<file path="config.mk">
export PLATFORM = sky130hd
export DESIGN_NAME = ir_pulse_record_replay
export DESIGN_NICKNAME = d
export VERILOG_FILES = /design/src/sv/ir_prr_pkg.sv /design/src/sv/ir_prr_ram.sv /design/src/sv/ir_prr_front.sv /design/src/sv/ir_prr_back.sv /design/src/sv/ir_pulse_record_replay.sv
export SDC_FILE = /design/constraint.sdc
export NUM_CORES = 2
export LEC_CHECK = 0
export ABC_AREA = 0
export BUFFER_PORTS_ARGS = -buffer_cell sky130_fd_sc_hd__clkbuf_2
export CORE_MARGIN = 1
export CORE_UTILIZATION = 44
export CTS_BUF_LIST = sky130_fd_sc_hd__clkbuf_16
export CTS_CLUSTER_SIZE = 25
export DETAILED_ROUTE_END_ITERATION = 12
export SYNTH_ARGS = -nofsm -noshare
export SYNTH_HDL_FRONTEND = slang
export SYNTH_SLANG_ARGS = --single-unit
export TNS_END_PERCENT = 20
</file>
<file path="constraint.sdc">
create_clock -name i_clk -period 13.65 [get_ports i_clk]
set_clock_uncertainty 0.05 [all_clocks]
set_input_delay 2.73 -clock i_clk [delete_from_list [all_inputs] [get_ports i_clk]]
set_output_delay 2.73 -clock i_clk [all_outputs]
set_load 0.05 [all_outputs]
</file>
<file path="src/sv/ir_prr_pkg.sv">
// Shared types and constants for the infrared pulse record and replay block.
`default_nettype none

package ir_prr_pkg;

    localparam int SEGMENTS_DEF   = 48;
    localparam int COUNT_BITS_DEF = 16;

    localparam int CFG_IDX_W  = 3;
    localparam int CFG_DATA_W = 8;

    localparam logic [CFG_IDX_W-1:0] REG_MODE      = 3'd0;
    localparam logic [CFG_IDX_W-1:0] REG_WIN_START = 3'd1;
    localparam logic [CFG_IDX_W-1:0] REG_WIN_END   = 3'd2;
    localparam logic [CFG_IDX_W-1:0] REG_REPEAT    = 3'd3;

    localparam logic [1:0] MODE_RECORD = 2'd0;
    localparam logic [1:0] MODE_REPLAY = 2'd1;
    localparam logic [1:0] MODE_PASS   = 2'd2;

    localparam logic [1:0] MODE_RST      = MODE_PASS;
    localparam logic [5:0] WIN_START_RST = 6'd0;
    localparam logic [5:0] WIN_END_RST   = 6'd47;
    localparam logic [7:0] REPEAT_RST    = 8'd1;

    localparam logic OP_TICK  = 1'b0;
    localparam logic OP_START = 1'b1;

    typedef struct packed {
        logic op;
        logic ir_level;
    } t_in_item;

    typedef struct packed {
        logic       drive_level;
        logic       busy_res;
        logic       done_res;
        logic [5:0] segment_index;
    } t_out_item;

    typedef struct packed {
        logic [1:0] mode;
        logic [5:0] window_start;
        logic [5:0] window_end;
        logic [7:0] repeat_count;
    } t_cfg;

    typedef enum logic [1:0] {
        CLS_TICK = 2'd0,
        CLS_REC  = 2'd1,
        CLS_PLAY = 2'd2,
        CLS_STOP = 2'd3
    } t_cls;

    typedef struct packed {
        t_cls cls;
        logic ir_level;
    } t_cmd;

endpackage

`default_nettype wire

</file>
<file path="src/sv/ir_prr_ram.sv">
// Generic RAM with one write port and two registered read ports.
`default_nettype none

module ir_prr_ram #(
    parameter int WIDTH = 16,
    parameter int DEPTH = 48
) (
    input  wire logic                     i_clk,
    input  wire logic                     i_we,
    input  wire logic [$clog2(DEPTH)-1:0] i_waddr,
    input  wire logic [WIDTH-1:0]         i_wdata,
    input  wire logic [$clog2(DEPTH)-1:0] i_raddr_a,
    output logic      [WIDTH-1:0]         o_rdata_a,
    input  wire logic [$clog2(DEPTH)-1:0] i_raddr_b,
    output logic      [WIDTH-1:0]         o_rdata_b
);

    logic [WIDTH-1:0] r_mem [DEPTH];

    always_ff @(posedge i_clk) begin
        if (i_we) begin
            r_mem[i_waddr] <= i_wdata;
        end
        o_rdata_a <= r_mem[i_raddr_a];
        o_rdata_b <= r_mem[i_raddr_b];
    end

endmodule

`default_nettype wire

</file>
<file path="src/sv/ir_prr_front.sv">
// Front end: configuration registers, request classification and the command queue.
`default_nettype none

module ir_prr_front (
    input  wire logic                           i_clk,
    input  wire logic                           i_rst_n,
    input  wire logic                           i_push,
    output logic                                o_full,
    input  wire ir_prr_pkg::t_in_item           i_in,
    input  wire logic                           i_cfg_valid,
    output logic                                o_cfg_ready,
    input  wire logic [ir_prr_pkg::CFG_IDX_W-1:0]  i_cfg_index,
    input  wire logic [ir_prr_pkg::CFG_DATA_W-1:0] i_cfg_data,
    output ir_prr_pkg::t_cfg                    o_cfg,
    output logic                                o_cmd_valid,
    output ir_prr_pkg::t_cmd                    o_cmd,
    input  wire logic                           i_cmd_take
);

    ir_prr_pkg::t_cfg r_cfg;
    ir_prr_pkg::t_cmd r_q [2];
    logic             r_rd_ptr;
    logic             r_wr_ptr;
    logic [1:0]       r_count;
    ir_prr_pkg::t_cmd n_cmd;
    logic             w_push_ok;

    assign o_cfg_ready = 1'b1;
    assign o_cfg       = r_cfg;
    assign o_full      = (r_count == 2'd2);
    assign o_cmd_valid = (r_count != 2'd0);
    assign o_cmd       = r_q[r_rd_ptr];
    assign w_push_ok   = i_push && !o_full;

    always_ff @(posedge i_clk) begin
        if (!i_rst_n) begin
            r_cfg.mode         <= ir_prr_pkg::MODE_RST;
            r_cfg.window_start <= ir_prr_pkg::WIN_START_RST;
            r_cfg.window_end   <= ir_prr_pkg::WIN_END_RST;
            r_cfg.repeat_count <= ir_prr_pkg::REPEAT_RST;
        end else if (i_cfg_valid) begin
            case (i_cfg_index)
                ir_prr_pkg::REG_MODE: begin
                    r_cfg.mode <= i_cfg_data[1:0];
                end
                ir_prr_pkg::REG_WIN_START: begin
                    r_cfg.window_start <= i_cfg_data[5:0];
                end
                ir_prr_pkg::REG_WIN_END: begin
                    r_cfg.window_end <= i_cfg_data[5:0];
                end
                ir_prr_pkg::REG_REPEAT: begin
                    r_cfg.repeat_count <= i_cfg_data[7:0];
                end
                default: begin
                end
            endcase
        end
    end

    always_comb begin
        n_cmd.ir_level = i_in.ir_level;
        case (i_in.op)
            ir_prr_pkg::OP_START: begin
                case (r_cfg.mode)
                    ir_prr_pkg::MODE_RECORD: n_cmd.cls = ir_prr_pkg::CLS_REC;
                    ir_prr_pkg::MODE_REPLAY: n_cmd.cls = ir_prr_pkg::CLS_PLAY;
                    default:                 n_cmd.cls = ir_prr_pkg::CLS_STOP;
                endcase
            end
            default: begin
                n_cmd.cls = ir_prr_pkg::CLS_TICK;
            end
        endcase
    end

    always_ff @(posedge i_clk) begin
        if (w_push_ok) begin
            r_q[r_wr_ptr] <= n_cmd;
        end
    end

    always_ff @(posedge i_clk) begin
        if (!i_rst_n) begin
            r_rd_ptr <= 1'b0;
            r_wr_ptr <= 1'b0;
            r_count  <= 2'd0;
        end else begin
            if (w_push_ok) begin
                r_wr_ptr <= ~r_wr_ptr;
            end
            if (i_cmd_take) begin
                r_rd_ptr <= ~r_rd_ptr;
            end
            case ({w_push_ok, i_cmd_take})
                2'b10:   r_count <= r_count + 2'd1;
                2'b01:   r_count <= r_count - 2'd1;
                default: r_count <= r_count;
            endcase
        end
    end

endmodule

`default_nettype wire

</file>
<file path="src/sv/ir_prr_back.sv">
// Back end: record and replay engine, segment stores with prefetch, and the result queue.
`default_nettype none

module ir_prr_back #(
    parameter int SEGMENTS   = ir_prr_pkg::SEGMENTS_DEF,
    parameter int COUNT_BITS = ir_prr_pkg::COUNT_BITS_DEF
) (
    input  wire logic                 i_clk,
    input  wire logic                 i_rst_n,
    input  wire ir_prr_pkg::t_cfg     i_cfg,
    input  wire logic                 i_cmd_valid,
    input  wire ir_prr_pkg::t_cmd     i_cmd,
    output logic                      o_cmd_take,
    output logic                      o_empty,
    input  wire logic                 i_pop,
    output ir_prr_pkg::t_out_item     o_out
);

    localparam int SEG_W = $clog2(SEGMENTS);
    localparam int CW    = ((SEG_W > 6) ? SEG_W : 6) + 1;
    localparam logic [COUNT_BITS-1:0] CNT_MAX  = '1;
    localparam logic [SEG_W-1:0]      SEG_LAST = SEG_W'(SEGMENTS - 1);

    typedef enum logic [2:0] {
        PH_IDLE = 3'b001,
        PH_REC  = 3'b010,
        PH_PLAY = 3'b100
    } t_phase;

    function automatic logic [CW-1:0] f_sat(input logic [CW-1:0] x);
        return (x >= CW'(SEGMENTS)) ? CW'(SEGMENTS - 1) : x;
    endfunction

    t_phase                r_phase, n_phase;
    logic [COUNT_BITS-1:0] r_cnt, n_cnt;
    logic [SEG_W-1:0]      r_cur, n_cur;
    logic [7:0]            r_rep, n_rep;
    logic                  r_ref, n_ref;
    logic                  r_cur_lvl, n_cur_lvl;

    logic [SEG_W-1:0]      r_pa_tag, r_pb_tag;
    logic                  r_pa_ok, r_pb_ok;

    logic                  lv_we, du_we;
    logic [SEG_W-1:0]      lv_waddr, du_waddr;
    logic                  lv_wdata;
    logic [SEG_W-1:0]      rd_addr_a, rd_addr_b;
    logic                  lv_rd_a, lv_rd_b;
    logic [COUNT_BITS-1:0] du_rd_a, du_rd_b;

    logic [CW-1:0]         ws_w, end_w, cur_w, nxt_w, ws_sat_w, ncur_w;
    logic                  ws_gt_end, pa_hit, pb_hit;
    logic                  need_a, need_b, stall, fire, room, pop_ok, idle;
    ir_prr_pkg::t_out_item res;

    ir_prr_pkg::t_out_item r_oq [2];
    logic                  r_oq_rd, r_oq_wr;
    logic [1:0]            r_oq_cnt;

    ir_prr_ram #(.WIDTH(1), .DEPTH(SEGMENTS)) u_level_ram (
        .i_clk     (i_clk),
        .i_we      (lv_we && fire),
        .i_waddr   (lv_waddr),
        .i_wdata   (lv_wdata),
        .i_raddr_a (rd_addr_a),
        .o_rdata_a (lv_rd_a),
        .i_raddr_b (rd_addr_b),
        .o_rdata_b (lv_rd_b)
    );

    ir_prr_ram #(.WIDTH(COUNT_BITS), .DEPTH(SEGMENTS)) u_duration_ram (
        .i_clk     (i_clk),
        .i_we      (du_we && fire),
        .i_waddr   (du_waddr),
        .i_wdata   (r_cnt),
        .i_raddr_a (rd_addr_a),
        .o_rdata_a (du_rd_a),
        .i_raddr_b (rd_addr_b),
        .o_rdata_b (du_rd_b)
    );

    assign ws_w      = CW'(i_cfg.window_start);
    assign end_w     = f_sat(CW'(i_cfg.window_end));
    assign ws_sat_w  = f_sat(ws_w);
    assign cur_w     = CW'(r_cur);
    assign ws_gt_end = ws_w > end_w;
    assign rd_addr_a = ws_sat_w[SEG_W-1:0];
    assign pa_hit    = r_pa_ok && (r_pa_tag == rd_addr_a);
    assign pb_hit    = r_pb_ok && (r_pb_tag == SEG_W'(r_cur + 1'b1));

    assign o_empty = (r_oq_cnt == 2'd0);
    assign o_out   = r_oq[r_oq_rd];
    assign pop_ok  = i_pop && !o_empty;
    assign room    = (r_oq_cnt != 2'd2) || pop_ok;

    always_comb begin
        n_phase   = r_phase;
        n_cnt     = r_cnt;
        n_cur     = r_cur;
        n_rep     = r_rep;
        n_ref     = r_ref;
        n_cur_lvl = r_cur_lvl;
        lv_we     = 1'b0;
        lv_waddr  = r_cur;
        lv_wdata  = 1'b0;
        du_we     = 1'b0;
        du_waddr  = r_cur;
        need_a    = 1'b0;
        need_b    = 1'b0;
        idle      = 1'b0;
        res.drive_level = 1'b0;
        res.busy_res    = 1'b0;
        res.done_res    = 1'b0;

        case (i_cmd.cls)
            ir_prr_pkg::CLS_REC: begin
                n_phase  = PH_REC;
                n_cur    = '0;
                n_ref    = i_cmd.ir_level;
                n_cnt    = '0;
                lv_we    = 1'b1;
                lv_waddr = '0;
                lv_wdata = ~i_cmd.ir_level;
                res.drive_level = ~i_cmd.ir_level;
                res.busy_res    = 1'b1;
            end
            ir_prr_pkg::CLS_PLAY: begin
                if (i_cfg.repeat_count == 8'd0 || ws_gt_end) begin
                    n_phase      = PH_IDLE;
                    res.done_res = 1'b1;
                end else begin
                    need_a    = 1'b1;
                    n_phase   = PH_PLAY;
                    n_cur     = rd_addr_a;
                    n_rep     = 8'd0;
                    n_cnt     = du_rd_a;
                    n_cur_lvl = lv_rd_a;
                    res.drive_level = lv_rd_a;
                    res.busy_res    = 1'b1;
                end
            end
            ir_prr_pkg::CLS_STOP: begin
                n_phase = PH_IDLE;
                idle    = 1'b1;
            end
            default: begin
                case (r_phase)
                    PH_REC: begin
                        if (i_cmd.ir_level != r_ref || r_cnt == CNT_MAX) begin
                            du_we = 1'b1;
                            if (r_cur == SEG_LAST) begin
                                n_phase      = PH_IDLE;
                                res.done_res = 1'b1;
                            end else begin
                                n_cur    = r_cur + 1'b1;
                                n_ref    = i_cmd.ir_level;
                                n_cnt    = '0;
                                lv_we    = 1'b1;
                                lv_waddr = r_cur + 1'b1;
                                lv_wdata = ~i_cmd.ir_level;
                                res.drive_level = ~i_cmd.ir_level;
                                res.busy_res    = 1'b1;
                            end
                        end else begin
                            n_cnt = r_cnt + 1'b1;
                            res.drive_level = ~r_ref;
                            res.busy_res    = 1'b1;
                        end
                    end
                    PH_PLAY: begin
                        if (r_cnt == '0) begin
                            if (cur_w < end_w) begin
                                need_b    = 1'b1;
                                n_cur     = r_cur + 1'b1;
                                n_cnt     = du_rd_b;
                                n_cur_lvl = lv_rd_b;
                                res.drive_level = lv_rd_b;
                                res.busy_res    = 1'b1;
                            end else if ({1'b0, r_rep} + 9'd1 >= {1'b0, i_cfg.repeat_count}
                                         || ws_gt_end) begin
                                n_phase      = PH_IDLE;
                                res.done_res = 1'b1;
                            end else begin
                                need_a    = 1'b1;
                                n_rep     = r_rep + 8'd1;
                                n_cur     = rd_addr_a;
                                n_cnt     = du_rd_a;
                                n_cur_lvl = lv_rd_a;
                                res.drive_level = lv_rd_a;
                                res.busy_res    = 1'b1;
                            end
                        end else begin
                            n_cnt = r_cnt - 1'b1;
                            res.drive_level = r_cur_lvl;
                            res.busy_res    = 1'b1;
                        end
                    end
                    default: begin
                        n_phase = PH_IDLE;
                        idle    = 1'b1;
                    end
                endcase
            end
        endcase

        if (idle) begin
            res.drive_level = (i_cfg.mode == ir_prr_pkg::MODE_PASS) ? ~i_cmd.ir_level : 1'b0;
        end
        ncur_w = CW'(n_cur);
        res.segment_index = ncur_w[5:0];
    end

    assign stall      = (need_a && !pa_hit) || (need_b && !pb_hit);
    assign fire       = i_cmd_valid && room && !stall;
    assign o_cmd_take = fire;
    assign nxt_w      = f_sat(CW'(fire ? n_cur : r_cur) + CW'(1));
    assign rd_addr_b  = nxt_w[SEG_W-1:0];

    always_ff @(posedge i_clk) begin
        if (!i_rst_n) begin
            r_phase   <= PH_IDLE;
            r_cnt     <= '0;
            r_cur     <= '0;
            r_rep     <= 8'd0;
            r_ref     <= 1'b0;
            r_cur_lvl <= 1'b0;
        end else if (fire) begin
            r_phase   <= n_phase;
            r_cnt     <= n_cnt;
            r_cur     <= n_cur;
            r_rep     <= n_rep;
            r_ref     <= n_ref;
            r_cur_lvl <= n_cur_lvl;
        end
    end

    always_ff @(posedge i_clk) begin
        if (!i_rst_n) begin
            r_pa_ok  <= 1'b0;
            r_pb_ok  <= 1'b0;
            r_pa_tag <= '0;
            r_pb_tag <= '0;
        end else begin
            r_pa_tag <= rd_addr_a;
            r_pb_tag <= rd_addr_b;
            r_pa_ok  <= !(fire && ((lv_we && lv_waddr == rd_addr_a)
                                   || (du_we && du_waddr == rd_addr_a)));
            r_pb_ok  <= !(fire && ((lv_we && lv_waddr == rd_addr_b)
                                   || (du_we && du_waddr == rd_addr_b)));
        end
    end

    always_ff @(posedge i_clk) begin
        if (fire) begin
            r_oq[r_oq_wr] <= res;
        end
    end

    always_ff @(posedge i_clk) begin
        if (!i_rst_n) begin
            r_oq_rd  <= 1'b0;
            r_oq_wr  <= 1'b0;
            r_oq_cnt <= 2'd0;
        end else begin
            if (fire) begin
                r_oq_wr <= ~r_oq_wr;
            end
            if (pop_ok) begin
                r_oq_rd <= ~r_oq_rd;
            end
            case ({fire, pop_ok})
                2'b10:   r_oq_cnt <= r_oq_cnt + 2'd1;
                2'b01:   r_oq_cnt <= r_oq_cnt - 2'd1;
                default: r_oq_cnt <= r_oq_cnt;
            endcase
        end
    end

endmodule

`default_nettype wire

</file>
<file path="src/sv/ir_pulse_record_replay.sv">
// Top level of the infrared pulse record and replay block.
`default_nettype none

// Each request is one timer tick with the sampled receiver level, or a start command.
// The block takes one request per cycle while the result side keeps popping and no stall
// holds it, and returns exactly one result per request; each request passes through the
// command queue and then the result queue. Replay reads the segment stores through
// registered RAM ports that are prefetched one segment ahead; a stall occurs when
// that prefetch is stale, which happens only on the first replay step after
// window_start is written or after recording has just written the segment that a replay
// start needs. Configuration must be written only while no request is in flight.
module ir_pulse_record_replay #(
    parameter int SEGMENTS   = ir_prr_pkg::SEGMENTS_DEF,
    parameter int COUNT_BITS = ir_prr_pkg::COUNT_BITS_DEF
) (
    input  wire logic                              i_clk,
    input  wire logic                              i_rst_n,
    input  wire logic                              push,
    output logic                                   full,
    input  wire ir_prr_pkg::t_in_item              i_in,
    output logic                                   empty,
    input  wire logic                              pop,
    output ir_prr_pkg::t_out_item                  o_out,
    input  wire logic                              i_cfg_valid,
    output logic                                   o_cfg_ready,
    input  wire logic [ir_prr_pkg::CFG_IDX_W-1:0]  i_cfg_index,
    input  wire logic [ir_prr_pkg::CFG_DATA_W-1:0] i_cfg_data
);

    ir_prr_pkg::t_cfg cfg;
    ir_prr_pkg::t_cmd cmd;
    logic             cmd_valid;
    logic             cmd_take;

    ir_prr_front u_front (
        .i_clk       (i_clk),
        .i_rst_n     (i_rst_n),
        .i_push      (push),
        .o_full      (full),
        .i_in        (i_in),
        .i_cfg_valid (i_cfg_valid),
        .o_cfg_ready (o_cfg_ready),
        .i_cfg_index (i_cfg_index),
        .i_cfg_data  (i_cfg_data),
        .o_cfg       (cfg),
        .o_cmd_valid (cmd_valid),
        .o_cmd       (cmd),
        .i_cmd_take  (cmd_take)
    );

    ir_prr_back #(
        .SEGMENTS   (SEGMENTS),
        .COUNT_BITS (COUNT_BITS)
    ) u_back (
        .i_clk       (i_clk),
        .i_rst_n     (i_rst_n),
        .i_cfg       (cfg),
        .i_cmd_valid (cmd_valid),
        .i_cmd       (cmd),
        .o_cmd_take  (cmd_take),
        .o_empty     (empty),
        .i_pop       (pop),
        .o_out       (o_out)
    );

endmodule

`default_nettype wire
</file>
==> flow_summary.yaml <==
outcome:
  status: "finished clean"
clocking:
  cts_resized: 0
  clock_path_buffers: 3
  cts.sinks: 955
  cts_hold_buf: 0
  cts_buffers: 101
  post_cts_buffers: 0
  cts_tree: "yes"
  clk_pin_slew_ns: 0.06
  clock_latency_ns: 0.71
  cts_root_buf: "clkbuf_16"
  htree_levels: 3
synthesis:
  ys_top_cells_by_area: "edfxtp_1, mux2i_1, dfxtp_1"
  ys_ff_latch: 955
  synth.top_cell.area_share_pct: 52.3
  synth_edf_count: 840
  synth_area_sq_um: 48200
  syn_area_per_cell_sq_um: 11.2
  synth_warnings: 0
  ys_types: 104
  synth_top_flop_cell: "edfxtp_1"
  synthArstFlopShare_pct: 0
  synth_area_leader_cell: "edfxtp_1"
  synthCells: 4311
  seq_area_frac_synth_pct: 57.1
  syn_nets: 4361
worst_setup_path:
  end_kind: "flip-flop"
  worst_r2r_endpoint: "u_back.u_duration_ram.o_rdata_b[8]"
  rr_worst_depth: 21
  required_ns: 14.24
  arrival_ns: 9.56
  r2r_slack_ns: 4.68
  startpoint_type: "flip-flop"
  path_class: "reg2reg"
  cp_max_fo: 107
placed_design:
  hpwl_microns: 110000
  io_buffers: 28
  routabilityCongestion: 0.961
pwr:
  vdd_drop_max_mv: 0.184
  p_leak_nw: 18.3
  power_mw: 10.7
  power_density_nw_per_um2: 201
global_routing:
  grt_antenna_before_repair: 8
  grtUsageTotal_pct: 32.1
  gr-total-overflow: 0
  grt_max_degree: 176
  grt_pass1_vias: 37000
  grt_pass1_wl_microns: 261000
worst_hold_path:
  hold_path_end: "u_front.o_cfg[1]"
  hp-start: "u_front.o_cfg[1]"
  hold_depth: 2
  hold_path_class: "reg2reg"
timing:
  finalCriticalPeriod_ns: 8.97
  setup_viol: 0
  final-hold-violation-count: 0
  post-route-period-util_pct: 65.7
  whs_ns: 0.428
  setup_tns_ns: 0
  tightestPinTransition_ns: 1.29
  rsz0062_at_grt: "no"
  slew_headroom_pct: 13.8
  fmax_mhz: 111
  slew_violations: 0
route:
  wl_per_cell_microns: 32.1
  viasPerCell: 6.92
  firstDrtPassIters: 9
  initialDrtViolationCount: 6060
  routed-via-count: 39500
  wl_microns: 183000
  drc: 0
  antenna_left: 0
final_layout:
  layout_common_cells: "edfxtp_1, nand2_1, nor2_1"
  seqCellArea_sq_um: 27600
  final_core_util_pct: 49.0
  final_nets: 4256
  area_growth_pct: 10.5
  final_common_cell: "edfxtp_1"
  fill_cells: 9643
  drive_gt1_share_pct: 11.2
  multi_input_area_sq_um: 19200
floorplan:
  die_area_sq_um: 111000
  core_area_sq_um: 109000
  initial_core_util_pct: 44.4
  rows: 121
  die_w_microns: 333
  die_h_microns: 333
  pin_count: 30
job:
  maxCapViolCount: 0
critical path, cell delays in order (launching register included):
cell and delay, ns:
dfxtp_1 0.46, mux2i_1 0.52, ha_1 0.24, buf_4 0.32, clkinv_1 0.32, nor2_1 0.67
a31oi_1 0.30, o21a_1 0.26, clkinv_1 0.22, o211ai_4 0.31, inv_6 0.40, ha_4 0.23
inv_1 0.12, o311ai_1 0.37, a221oi_2 0.15, or3_1 0.54, a21oi_4 0.24, buf_12 0.48
and2_2 1.12, a21oi_1 0.24, nor3_1 0.92, o311a_1 0.24
cells in the mapped netlist, types with 16 or more instances:
library cell  number
edfxtp_1         840
nand2_1          498
nor2_1           337
mux2i_1          274
a21oi_1          248
clkbuf_1         235
o221ai_1         213
o21ai_0          203
o211ai_1         162
a211oi_1         128
dfxtp_1          115
nor3_1            76
o22ai_1           69
nand3_1           66
a31oi_1           62
buf_2             61
buf_1             50
inv_1             46
mux2_2            42
and3_1            37
xnor2_1           37
ha_1              32
a221o_1           29
or3_1             24
a311oi_1          22
and2_1            20
a311o_1           19
xor2_1            19
a32oi_1           17
buf_4             17
nor2b_1           17
nand2b_1          16
o31ai_1           16
registers in the layout, summed over array words and instances, names as in the netlist, 2 cells and up, named ones only:
| register | flops |
|---|---|
| u_back.du_waddr | 6 |
| u_back.r_cnt | 16 |
| u_back.r_oq | 18 |
| u_back.r_oq_cnt | 2 |
| u_back.r_pa_tag | 6 |
| u_back.r_pb_tag | 6 |
| u_back.r_phase | 3 |
| u_back.r_rep | 8 |
| u_back.u_duration_ram.o_rdata_a | 16 |
| u_back.u_duration_ram.o_rdata_b | 16 |
| u_back.u_duration_ram.r_mem | 768 |
| u_back.u_level_ram.r_mem | 48 |
| u_front.o_cfg | 22 |
| u_front.r_count | 2 |
| u_front.r_q | 6 |
cell type report:
type | instances | area share [%]
tap | 1414 | 3.32
inverter | 50 | 0.362
clock inverter | 85 | 1.36
clock buffer | 103 | 4.84
antenna | 1 | 0.00470
sequential | 955 | 51.7
timing repair buffer | 163 | 2.31
multi-input combinational | 2935 | 36.1
routing by layer:
metal	vias to the layer above	wire length (microns)	global-route usage (%)
met1	19400	68500	41.8
li1	16600	-	-
met4	4	13100	20.9
met5	-	27	0
met2	2856	80300	48.8
met3	608	21100	6.37
power by group:
part / switching, mW / internal (mW)
clock network: 1.19 / 1.61
registers: 0.134 / 3.57
logic: 3.06 / 1.14
per-stage QoR:
step	setup slack [ns]	cells	cell area [sq um]
global route	4.60	5705	53300
finish	4.68	5706	53300
CTS	4.99	5705	53300
detailed placement	4.28	5517	50000
global placement	4.38	5517	50000
floorplan	5.92	4311	48200
cell families (layout without fill, tap and decap cells):
kind of cell | count (synthesis) | count (layout) | share of synthesized area, %
adders and majority gates | 32 | 32 | 0.830
other | 1 | 2 | 0.00778
DFF | 955 | 955 | 57.1
muxes | 318 | 318 | 6.76
xor gates and xnor gates | 56 | 56 | 1.02
buffers and inverters | 421 | 401 | 3.68
and+or+nand+nor | 1154 | 1154 | 10.5
AOI/OAI and AO/OA | 1374 | 1374 | 20.2
worst max path at each step:
| stage | cells past startpoint | to | start |
|---|---|---|---|
| floorplan | 26 | u_back.u_duration_ram.o_rdata_b[12] | pop |
| global placement | 20 | u_back.u_duration_ram.o_rdata_b[8] | pop |
| detailed placement | 20 | u_back.u_duration_ram.o_rdata_b[8] | pop |
| CTS | 20 | u_back.u_duration_ram.o_rdata_b[8] | pop |
| global route | 21 | u_back.u_duration_ram.o_rdata_b[2] | flip-flop |
| finish | 21 | u_back.u_duration_ram.o_rdata_b[8] | flip-flop |
(Power assumes the default switching activity.)
